==> src/rtl/rsmm_pkg.sv <==
// package for the rational sum, max and min block: widths, states and shared types
package rsmm_pkg;

    localparam int InWidth  = 32;
    localparam int AccWidth = 64;
    localparam int WideW    = 96;
    localparam int MagW     = 33;
    localparam int CntW     = 7;

    typedef enum logic [3:0] {
        ST_IDLE,
        ST_MUL,
        ST_ADD,
        ST_GCD_PRE,
        ST_GCD_ODD_A,
        ST_GCD_LOOP,
        ST_GCD_SHL,
        ST_DIV_N,
        ST_DIV_D,
        ST_CMP,
        ST_OUT
    } t_state;

    typedef struct packed {
        logic [AccWidth-1:0]   sum_num;
        logic [AccWidth-2:0]   sum_den;
        logic signed [MagW-1:0] max_num;
        logic [InWidth-1:0]    max_den;
        logic signed [MagW-1:0] min_num;
        logic [InWidth-1:0]    min_den;
        logic                  ovf;
        logic                  bad;
    } t_result;

    typedef struct packed {
        logic start;
        logic done;
    } t_ctl;

endpackage

==> src/rtl/rsmm_div.sv <==
// restoring divider, one quotient bit per cycle over 96 bits
module rsmm_div (
    input  logic                          i_clk,
    input  logic                          i_rst_n,
    input  rsmm_pkg::t_ctl                i_ctl,
    input  logic [rsmm_pkg::WideW-1:0]    i_num,
    input  logic [rsmm_pkg::WideW-1:0]    i_den,
    output logic                          o_done,
    output logic [rsmm_pkg::WideW-1:0]    o_quo
);
    logic [rsmm_pkg::WideW-1:0] r_rem, r_quo, r_den;
    logic [rsmm_pkg::CntW:0]    r_cnt;
    logic                       r_busy;
    logic [rsmm_pkg::WideW:0]   w_sh;

    assign w_sh   = {r_rem, r_quo[rsmm_pkg::WideW-1]};
    assign o_quo  = r_quo;
    assign o_done = r_busy && (r_cnt == '0);

    always_ff @(posedge i_clk) begin
        if (!i_rst_n) begin
            r_busy <= 1'b0;
            r_cnt  <= '0;
        end else if (i_ctl.start) begin
            r_busy <= 1'b1;
            r_cnt  <= (rsmm_pkg::CntW+1)'(rsmm_pkg::WideW);
            r_rem  <= '0;
            r_quo  <= i_num;
            r_den  <= i_den;
        end else if (r_busy && r_cnt != '0) begin
            r_cnt <= r_cnt - 1'b1;
            if (w_sh >= {1'b0, r_den}) begin
                r_rem <= rsmm_pkg::WideW'(w_sh - {1'b0, r_den});
                r_quo <= {r_quo[rsmm_pkg::WideW-2:0], 1'b1};
            end else begin
                r_rem <= w_sh[rsmm_pkg::WideW-1:0];
                r_quo <= {r_quo[rsmm_pkg::WideW-2:0], 1'b0};
            end
        end else if (i_ctl.done) begin
            r_busy <= 1'b0;
        end
    end
endmodule

==> config.mk <==
export PLATFORM = sky130hd
export DESIGN_NAME = rsmm_div
export DESIGN_NICKNAME = d
export VERILOG_FILES = /design/src/rtl/rsmm_pkg.sv /design/src/rtl/rsmm_div.sv
export SDC_FILE = /design/constraint.sdc
export NUM_CORES = 1
export LEC_CHECK = 0
export BUFFER_PORTS_ARGS = -buffer_cell sky130_fd_sc_hd__buf_2
export CAP_MARGIN = 10
export CORE_ASPECT_RATIO = 0.5
export CORE_UTILIZATION = 50
export DETAILED_ROUTE_END_ITERATION = 6
export GPL_TIMING_DRIVEN = 0
export PLACE_DENSITY = 0.72
export SLEW_MARGIN = 20
export SYNTH_ARGS = -nofsm -noshare
export SYNTH_HDL_FRONTEND = slang
export SYNTH_SLANG_ARGS = --single-unit
==> constraint.sdc <==
create_clock -name i_clk -period 12.8 [get_ports i_clk]
set_input_delay 0.64 -clock i_clk [delete_from_list [all_inputs] [get_ports i_clk]]
set_output_delay 0.64 -clock i_clk [all_outputs]
set_load 0.01 [all_outputs]
==> impl_results.md, run 1 <==
* Status: completed
* Post-CTS setup buffers at 0
* Std cell rows at 48
* Most frequent cells in the layout: buf_2, edfxtp_1, nand2_1
* Synthesized-area fraction occupied by adder cells at 0.0685
* Critical Path, Cell by Cell: inv_1 > ha_1 > fa_1 > and2b_1 > o2111ai_1 > a311o_1 > a31oi_2 > o21ai_0 > a211oi_2 > o2111ai_1 > a211oi_2 > o21ai_0 > a2111oi_1 > a311o_1
* Minimum clock period at 4890 ps
* H-tree lvl count at 1
* Chip width at 272 um
* Post-CTS Hold Fix Bufs at 0
* Dpl ws at about 8100 ps
* Synth Area in Compound Gates at 0.174
* CP required at 13230 ps
* Sw Pwr at ~1.0 mW
* Largest net degree at the start of global routing at 55
* Clk pwr share at 0.297
* CTS tree: yes
* Mapped cell area at 18200 um^2
* PwrDens at approximately 140 nW/um^2
* First-pass GRT wire length at a little under 80 mm
* Max cap viols at 0
* Worst Reg-to-Reg Cells at 14
* Tcrit/Tclk final at 0.382
* CTS Buf Count at 29
* Worst hold path cell count at 1
* Antenna viol nets, final at 0
* Worst reg2reg path endpoint: r_rem[86]$_SDFFCE_PP0P_
* Share of layout cells above drive strength 1 at 0.230
* Worst r2r src: o_quo[95]$_DFFE_PP_
* Clk slew on worst S/H paths at approximately 70 ps
* Total GRT Usage at 0.264
* Worst Hold Class: in2reg
* Buf/Inv on CP at 1
* Share of the synthesized area in the top cell type at 0.475
* Root Driver: clkbuf_16
* Reg-to-reg setup timing slack at 7910 ps
* Via density per instance at about 5.7
* Fill count at between 3000 and 4000
* Sw frac at 0.332
* Top post-synthesis cells by area: edfxtp_1, ha_1, mux2_2
* Synth Area in XOR/XNOR at 0.0399
* Total gr overflow at 0
* Total wire length at 49.7 mm
* Worst hold path startpoint: i_den[60]
* Clk_lat worst skew at 590 ps
* Primary FF master, synth: edfxtp_1
* Initial Util at 0.518
* RSZ-0062 raised after global routing: false
* Post-route DRC at 0
* EDFF count, synth at 288
* CP Class: reg2reg
* Synth Net Count at 2082
* Largest family of logic cells by synthesized area: compound AO/OA/AOI/OAI gates
* Critical Path Start: o_quo[95]$_DFFE_PP_
* Most common cell after layout, fill and taps aside: buf_2
* #FFs+latches synth at approximately 300
* Setup TNS at 0 ps
* Wire length per cell at 19.0 um
* Max transition margin at 0.288
* Sequential Power Share at 0.399
* Unique masters post-synth at 75
* Mux share of post-synthesis cell area at 0.0594
* Die area at 37200 um^2
* Min setup slack post-route at 7910 ps
* Hpwl dp at 37.3 mm
* # setup viols final at 0
* Cts repair resizes at 0
* Critical path's largest stage delay at 490 ps
* Placer Congestion at ~0.95
* Fin nets at 2409
* End of the worst hold path: r_den[60]$_DFFE_PP_
* Dominant cell type by area after synthesis: edfxtp_1
* Sequential share of the synthesized area at 0.485
* First-pass DRT Iterations at 6
* Area of the core at between 30000 and 40000 um^2
* Post-synth ARST share at 0
* I/O Pins at 293
* Crit-path slowest cell: edfxtp_1
* Mean Syn Cell Area at 10.2 um^2
* Final Hold Fails at 0
* Clk buf depth at 3
* Vias in the first global route at 14300
* Initial antenna violation count at 5
* Comb pwr share at 0.304
* Highest clock rate at 205 MHz
* Synth Area in Simple Gates at 0.125
* Die height at 137 um
* Crit end category: flip-flop
* Via count at 15000
* CTS Sinks at slightly below 300
* Synthesis warning total at 0
* Slew Viols, Final at 0
* Final Skew at 20.6 ps
* Starting DRC count in detailed routing at 1185
* Worst-Margin Slew at 1040 ps
* Int Power at about 2.1 mW
* # port buffers at just under 300
* LEAKAGE at 8.84 nW
* CP Max Fanout at 4
* Critical path's top delay family: compound AO/OA/AOI/OAI gates
* Cell count after synthesis at between 1500 and 2000
* Worst VDD drop at 91.2 uV
* Critical path launch point type: flip-flop
* Area Overhead vs Synth at 17.5%
* Critical Path AT at approximately 5300 ps
through the flow:
| stage | hold WS, ps | area (um^2) | cells | util | total power, mW |
|---|---|---|---|---|---|
| after detailed placement | 453 | 20400 | 2558 | 0.580 | 2.17 |
| final | 226 | 21400 | 2615 | 0.608 | 3.10 |
| after global routing | 199 | 21400 | 2613 | 0.608 | 3.25 |
| after floorplan | 432 | 18200 | 1787 | - | 1.92 |
| after CTS | 201 | 21400 | 2612 | 0.608 | 3.10 |
| after global placement | 444 | 20200 | 2553 | 0.576 | 2.17 |
final cells by class:
| class | instances | area, um^2 | share of cell area |
|---|---|---|---|
| clock buffer | 35 | 768 | 0.0359 |
| antenna | 3 | 7.51 | 0.000351 |
| tap | 475 | 594 | 0.0278 |
| timing repair buffer | 296 | 1570 | 0.0735 |
| multi-input combinational | 1267 | 8490 | 0.397 |
| buffer | 94 | 402 | 0.0188 |
| inverter | 129 | 484 | 0.0227 |
| clock inverter | 19 | 226 | 0.0106 |
| sequential | 297 | 8830 | 0.413 |
power by group through the flow:
stage | Combinational [mW] | Clock, mW | Sequential (mW)
final | 0.940 | 0.919 | 1.24
after global routing | 1.04 | 0.972 | 1.25
after CTS | 0.925 | 0.938 | 1.24
after detailed placement | 0.920 | 0 | 1.25
after global placement | 0.901 | 0 | 1.27
after floorplan | 0.653 | 0 | 1.27
routing by layer:
metal	vias up	GRT usage	wire length, um
met5	-	0	13
met4	2	0.0674	1020
met3	71	0.0596	3870
met2	532	0.431	22900
met1	7164	0.356	21900
li1	7216	-	-
sequential cells by signal, summed over array words and instances, names as in the netlist:
register,count
r_cnt,8
r_busy,1
o_quo,96
r_rem,96
r_den,96
cells in the mapped netlist (5+ instances only):
cell	count
o2111ai_1	6
o21a_1	20
and3_1	6
o211ai_1	6
o221ai_1	5
inv_1	128
dfxtp_1	9
buf_2	16
a21o_1	48
mux2_2	96
buf_4	5
nor4_1	11
nand2_1	233
a211oi_1	32
or3_1	16
a31oi_1	12
a21boi_0	11
or2_2	6
nor2_1	90
nand4_1	42
and2_1	10
ha_1	98
xor2_1	33
nand2b_1	7
a21oi_1	190
nor2b_1	10
edfxtp_1	288
o21ai_0	69
nand3_1	32
o21bai_1	32
nor3_1	25
clkbuf_1	70
xnor2_1	50
a221oi_1	5
kinds of logic (layout without fill, tap and decap cells):
group	Yosys count	in the layout
mux	96	96
flops	297	297
xor+xnor	83	83
compound gates	490	490
buf+inv	223	573
other cells	0	3
simple gates	499	499
fa+ha+maj	99	99
how the worst max path moves through the flow:
| stage | endpoint | slack [ps] | depth (start not counted) |
|---|---|---|---|
| 6_report | r_rem[86]$_SDFFCE_PP0P_ | 7910 | 14 |
| 5_1_grt | r_rem[86]$_SDFFCE_PP0P_ | 7670 | 14 |
| 4_1_cts | r_rem[83]$_SDFFCE_PP0P_ | 8070 | 13 |
| 3_5_place_dp | r_rem[83]$_SDFFCE_PP0P_ | 8090 | 13 |
| 3_3_place_gp | r_rem[15]$_SDFFCE_PP0P_ | 3940 | 3 |
| 2_1_floorplan | o_quo[0]$_DFFE_PP_ | 6710 | 3 |
Power figures use the tool's default switching activity.
==> inputs of run 2 (changes only) <==
Clock period 12.8 ns to 4.6 ns, I/O delays scaled along.
==> run 2 against run 1 <==
  * Sequential cell count is the same
  * Global-route usage rose by 2.2 points
  * Highest routed layer is now met4
  * Core utilization increased by 5.4 points
  * Final area rose by 8.9%
  * Largest cell class unchanged
  * Non-clock buffer count is 196 higher
  * Combinational power grew to 2.9 times the previous value
  * Fmax grew 11%
  * Clock-buffer cell count is 3 lower
  * Sequential share of layout area decreased by 3.4 points
  * Sequential power rose to 2.8 times the previous value
  * Critical path type unchanged
  * Register-to-register slack lost 7700 ps
  * Cell count up 7.3%
==> impl_results.md, run 2 (synthesis gave the netlist of run 1 again) <==
* Wire length per cell at 19.2 um (+1.2%)
* Area post-placement at 20400 um^2 (about the same)
* CTS tree: yes
* Tcrit/Tclk final at 0.958 (+0.576)
* Vias in the first global route at 15600 (+8.6%)
* Most frequent cells in the layout: buf_2, edfxtp_1, nand2_1
* Initial antenna violation count at 0 (-5)
* Share of layout cells above drive strength 1 at 0.214 (-0.0162)
* CP Class: reg2reg
* Dpl ws at -99.3 ps (-8190 ps)
* Antenna cells at 0 (-3)
* Area Overhead vs Synth at 27.9%
* Worst hold path cell count at 2 (+1)
* End of the worst hold path: r_den[12]$_DFFE_PP_
* Via density per instance at 5.71 (-0.29%)
* Starting DRC count in detailed routing at 1564 (+32%)
* Fin nets at 2604 (+8.1%)
* Area of all placed cells without fillers at 23300 um^2 (+8.9%)
* Chip width at 272 um (unchanged)
* Antenna viol nets, final at 0 (unchanged)
* Slew Viols, Final at 0 (unchanged)
* Hpwl dp at 37.2 mm (-0.43%)
* Most common cell after layout, fill and taps aside: buf_2
* Initial Util at 0.518 (unchanged)
* Final Skew at 25.5 ps (+4.93 ps)
* Worst Reg-to-Reg Cells at 13 (-1)
* Clk buf depth at 3 (unchanged)
* First-pass GRT wire length at 83.2 mm (+8.3%)
* Post-route DRC at 0 (unchanged)
* LEAKAGE at 9.64 nW (+9.0%)
* Fin util at 0.662 (+0.0540)
* Final Hold Fails at 0 (unchanged)
* Critical path launch point type: flip-flop
* CP most frequent cell: or3_1
* Reg-to-reg setup timing slack at 190 ps (-7720 ps)
* Minimum clock period at 4410 ps (-481 ps)
* First-pass DRT Iterations at 6 (unchanged)
* Total wire length at 54.0 mm (+8.6%)
* Clk slew on worst S/H paths at 80 ps (about the same)
* Total gr overflow at 0 (unchanged)
* Largest net degree at the start of global routing at 56 (+1.8%)
* Hold_ws at 353 ps (+127 ps)
* # port buffers at 291 (unchanged)
* CP Max Fanout at 10 (+6)
* I/O Pins at 293 (unchanged)
* Max transition margin at 0.284 (-0.00437)
* Via count at 16000 (+7.0%)
* Die area at 37200 um^2 (unchanged)
* Highest clock rate at 227 MHz (+11%)
* RSZ-0062 raised after global routing: false
* Std cell rows at 48 (unchanged)
* Clk_lat worst skew at 590 ps (about the same)
* CTS Sinks at 297 (unchanged)
* Placer Congestion at 0.962 (+1.2%)
* Setup TNS at 0 ps (unchanged)
* # setup viols final at 0 (unchanged)
* H-tree lvl count at 1 (unchanged)
* Worst-Margin Slew at 1070 ps (+33.5 ps)
* Worst reg2reg path endpoint: r_rem[85]$_SDFFCE_PP0P_
* Status: completed
* Worst VDD drop at 276 uV (+200%)
* Worst r2r src: r_rem[60]$_SDFFCE_PP0P_
* Critical path's largest stage delay at 480 ps (about the same)
* Worst Hold Class: in2reg
* Critical Path, Cell by Cell: ha_1 > nand4_1 > or3_1 > or3_1 > nor3_1 > o211ai_1 > o211ai_2 > o21ai_2 > o31a_1 > o21ai_4 > buf_4 > buf_2 > a211oi_1
* CTS Buf Count at 28 (-3.4%)
* Critical Path AT at 4680 ps (-640 ps)
* Min setup slack post-route at 193 ps (-7720 ps)
* Worst hold path startpoint: i_den[12]
* Root Driver: clkbuf_16
* Total GRT Usage at 0.286 (+0.0220)
* PwrDens at 368 nW/um^2 (+150%)
* Area of the core at 35100 um^2 (unchanged)
* Die height at 137 um (unchanged)
* Max cap viols at 0 (unchanged)
* Crit end category: flip-flop
* CP required at 4870 ps (-8360 ps)
* Crit-path slowest cell: or3_1
## run 2: cell types whose count changed in the layout (fill, tap and decap cells not counted), moves of 3 or more
cell           delta
dlygate4sd3_1   +195
diode_2           -3
clkinv_1          +3
inv_6             -4
clkbuf_1          -7
clkbuf_2          +6
## run 2: worst max path at each step
stage / start / end / slack (ps) / cells past startpoint
2_1_floorplan: r_cnt[0]$_SDFFE_PP0P_ / o_quo[0]$_DFFE_PP_ / 670 / 4
3_3_place_gp: i_ctl[1] / r_den[16]$_DFFE_PP_ / -1180 / 4
3_5_place_dp: o_quo[95]$_DFFE_PP_ / r_rem[86]$_SDFFCE_PP0P_ / -100 / 14
4_1_cts: r_den[4]$_DFFE_PP_ / r_rem[83]$_SDFFCE_PP0P_ / 2 / 15
5_1_grt: r_rem[60]$_SDFFCE_PP0P_ / r_rem[85]$_SDFFCE_PP0P_ / 30 / 13
6_report: r_rem[60]$_SDFFCE_PP0P_ / r_rem[85]$_SDFFCE_PP0P_ / 190 / 13
## run 2: power by group
group | internal, mW | switching [mW] | total (mW)
combinational | 1.12 | 1.64 | 2.77
sequential | 3.31 | 0.135 | 3.45
clock | 1.24 | 1.12 | 2.36
total | 5.68 | 2.90 | 8.58
## run 2: worst max-delay path, delay by kind of cell, from the launching register on
family | cells | cell delay (ps)
AO/OA/AOI/OAI | 6 | 1330
adder cells (fa/ha/maj) | 1 | 420
buffers and inverters | 2 | 620
flip-flops | 1 | 400
AND/OR/NAND/NOR | 4 | 1310
## run 2: stage by stage
step	total power [mW]	instances
2_1_floorplan	5.33	1787
3_3_place_gp	6.02	2553
3_5_place_dp	6.05	2558
4_1_cts	8.52	2806
5_1_grt	9.00	2806
6_report	8.58	2806
## run 2: what timing repair did
item                       CTS  global route
resized for setup            1            18
setup buffers                1             1
hold buffers               195             0
pin swaps                    1             3
setup endpoints to repair   32            71
hold endpoints to repair   195             0
## run 2: layout make-up
class                      count  area, um^2
fill                        2734       11900
sequential                   297        8830
multi-input combinational   1267        8520
timing repair buffer         493        3550
clock buffer                  32         716
tap                          475         594
inverter                     129         484
buffer                        93         408
clock inverter                20         180
## run 2: metal layers
metal,global-route usage,routed length [um]
met1,0.375,22600
met2,0.488,25500
met3,0.0533,4510
met4,0.0749,1350
met5,0,0
==> inputs of run 3 (changes only) <==
Settings changed: CTS_BUF_LIST set to sky130_fd_sc_hd__clkbuf_4.
==> run 3 against run 2 <==
  * Die area stayed put
  * First-iteration DRC count shrank 8.4%
  * Fmax decreased by 0.94%
  * Combinational power barely moved
  * Non-clock buffer count is 1 higher
  * Critical path depth decreased by 1
  * Largest cell class unchanged
==> impl_results.md, run 3 (synthesis gave the netlist of run 1 again) <==
* Worst VDD drop at 251 uV (-9.1%)
* Final Hold Fails at 0 (unchanged)
* Antenna viol nets, final at 0 (unchanged)
* PwrDens at 371 nW/um^2 (+0.68%)
* I/O Pins at 293 (unchanged)
* Crit end category: flip-flop
* Clk pwr share at 0.283 (+0.007)
* Reg-to-reg setup timing slack at 150 ps (-40 ps)
* Root Driver: clkbuf_4
* CP Max Fanout at 10 (unchanged)
* Sequential Power Share at 0.398 (-0.004)
* Most common cell after layout, fill and taps aside: buf_2
* RSZ-0062 raised after global routing: false
* CP most frequent cell: or3_1
* Initial antenna violation count at 1 (+1)
* Vias in the first global route at 16100 (+3.4%)
* Max transition margin at 0.243 (-0.0402)
* Starting DRC count in detailed routing at 1433 (-8.4%)
* Worst Reg-to-Reg Cells at 12 (-1)
* Die height at 137 um (unchanged)
* CP Class: reg2reg
* CTS tree: yes
* Minimum clock period at 4450 ps (+41.6 ps)
* Clk buf depth at 3 (unchanged)
* Total gr overflow at 0 (unchanged)
* Worst hold path cell count at 2 (unchanged)
* End of the worst hold path: r_den[45]$_DFFE_PP_
* Comb pwr share at 0.319 (-0.003)
* # port buffers at 291 (unchanged)
* Wire length per cell at 19.0 um (-0.96%)
* Share of layout cells above drive strength 1 at 0.239 (+0.0251)
* Clk slew on worst S/H paths at 80 ps (about the same)
* Placer Congestion at 0.962 (unchanged)
* CTS Buf Count at 74 (+160%)
* CTS Sinks at 297 (unchanged)
* Critical Path AT at 4940 ps (+260 ps)
* Sw frac at 0.347 (+0.00907)
* Max cap viols at 0 (unchanged)
* Highest clock rate at 225 MHz (-0.94%)
* Initial Util at 0.518 (unchanged)
* Area Overhead vs Synth at 28.5%
* Int Power at 5.67 mW (-0.25%)
* Critical Path, Cell by Cell: ha_1 > clkbuf_1 > nand2_1 > or3_1 > or4_1 > or3_1 > nor4_2 > a2111oi_1 > o21ai_4 > buf_4 > buf_2 > a211oi_1
* # setup viols final at 0 (unchanged)
* Hold_ws at 155 ps (-199 ps)
* Tcrit/Tclk final at 0.967 (+0.00905)
* Worst Hold Class: in2reg
* Most frequent cells in the layout: buf_2, edfxtp_1, nand2_1
* Chip width at 272 um (unchanged)
* CP required at 5090 ps (+220 ps)
* Slew Viols, Final at 0 (unchanged)
* Fill count at 2752 (+0.66%)
* Largest net degree at the start of global routing at 56 (unchanged)
* Total GRT Usage at 0.295 (+0.00935)
* Crit-path slowest cell: or4_1
* Hpwl dp at 37.2 mm (unchanged)
* Area of the core at 35100 um^2 (unchanged)
* Status: completed
* Worst reg2reg path endpoint: r_rem[27]$_SDFFCE_PP0P_
* LEAKAGE at 9.79 nW (+1.6%)
* H-tree lvl count at 3 (+2)
* Via density per instance at 5.68 (-0.64%)
* First-pass DRT Iterations at 5 (-1)
* Total wire length at 55.0 mm (+2.0%)
* Setup TNS at 0 ps (unchanged)
* Worst r2r src: r_rem[32]$_SDFFCE_PP0P_
* Std cell rows at 48 (unchanged)
* Die area at 37200 um^2 (unchanged)
* Post-route DRC at 0 (unchanged)
* Critical path launch point type: flip-flop
* Final Skew at 43.2 ps (+17.7 ps)
* Fin nets at 2651 (+1.8%)
* Power Total at 8.67 mW (+1.1%)
* Sw Pwr at 3.01 mW (+3.9%)
* First-pass GRT wire length at 85.3 mm (+2.5%)
* Via count at 16400 (+2.3%)
* Worst-Margin Slew at 1140 ps (+60.3 ps)
* Critical path's largest stage delay at 540 ps (+60 ps)
* Worst hold path startpoint: i_den[45]
* Clk_lat worst skew at 800 ps (+210 ps)
-- run 3: changes by cell type in the layout (fill, tap and decap cells not counted), sizes merged --
cell,delta
buf,+1
clkbuf,+79
clkinv,+3
clkinvlp,-2
diode,+1
inv,+1
-- run 3: final cells by class --
type	instances	area [um^2]	share of cell area
repair buffers	493	3550	0.152
clock inverters	22	165	0.00706
clock buffers	111	833	0.0356
diodes	1	2.50	0.000107
multi-input cells	1267	8520	0.364
flip-flops and latches	297	8830	0.378
well taps	475	594	0.0254
inverters	129	484	0.0207
plain buffers	94	409	0.0175
-- run 3: layer usage --
layer / global-route usage / vias to the layer above / wire length, um
li1: - / 7747 / -
met1: 0.384 / 7835 / 23400
met2: 0.487 / 689 / 25800
met3: 0.0623 / 130 / 4240
met4: 0.110 / 0 / 1630
met5: 0 / - / 0
-- run 3: stage by stage --
stage	instances	setup WS [ps]	instance area, um^2	util
global route	2889	0.165	23400	0.665
detailed placement	2558	-99.3	20400	0.580
floorplan	1787	675	18200	-
CTS	2887	35.8	23300	0.664
finish	2889	151	23400	0.665
global placement	2553	-1180	20200	0.576
-- run 3: worst max path at each step --
| stage | from | cells after the start | endpoint |
|---|---|---|---|
| 2_1_floorplan | r_cnt[0]$_SDFFE_PP0P_ | 4 | o_quo[0]$_DFFE_PP_ |
| 3_3_place_gp | i_ctl[1] | 4 | r_den[16]$_DFFE_PP_ |
| 3_5_place_dp | o_quo[95]$_DFFE_PP_ | 14 | r_rem[86]$_SDFFCE_PP0P_ |
| 4_1_cts | o_quo[95]$_DFFE_PP_ | 15 | r_rem[86]$_SDFFCE_PP0P_ |
| 5_1_grt | r_rem[62]$_SDFFCE_PP0P_ | 14 | r_rem[30]$_SDFFCE_PP0P_ |
| 6_report | r_rem[32]$_SDFFCE_PP0P_ | 12 | r_rem[27]$_SDFFCE_PP0P_ |
-- run 3: what timing repair did --
item                                    4_1_cts  5_1_grt
pin swaps                                     1        4
hold buffers                                195        0
gates cloned                                  0        0
endpoints found under the setup margin       40       65
buffers inserted                              1        1
gates resized for setup                       2       15
endpoints found under the hold margin       201        0
-- run 3: power by group through the flow --
stage               Sequential, mW  Combinational (mW)  Clock [mW]
floorplan                     3.51                1.82           0
global placement              3.51                2.50           0
detailed placement            3.49                2.56           0
CTS                           3.44                2.71        2.46
global route                  3.47                3.04        2.61
finish                        3.45                2.77        2.46
-- run 3: critical path, delay by kind of cell (launching register included) --
kind / cells / cell delay, ps
DFF: 1 / 400
buffers and inverters: 3 / 940
and+or+nand+nor: 5 / 1960
AOI/OAI and AO/OA: 3 / 570
adders and majority gates: 1 / 290
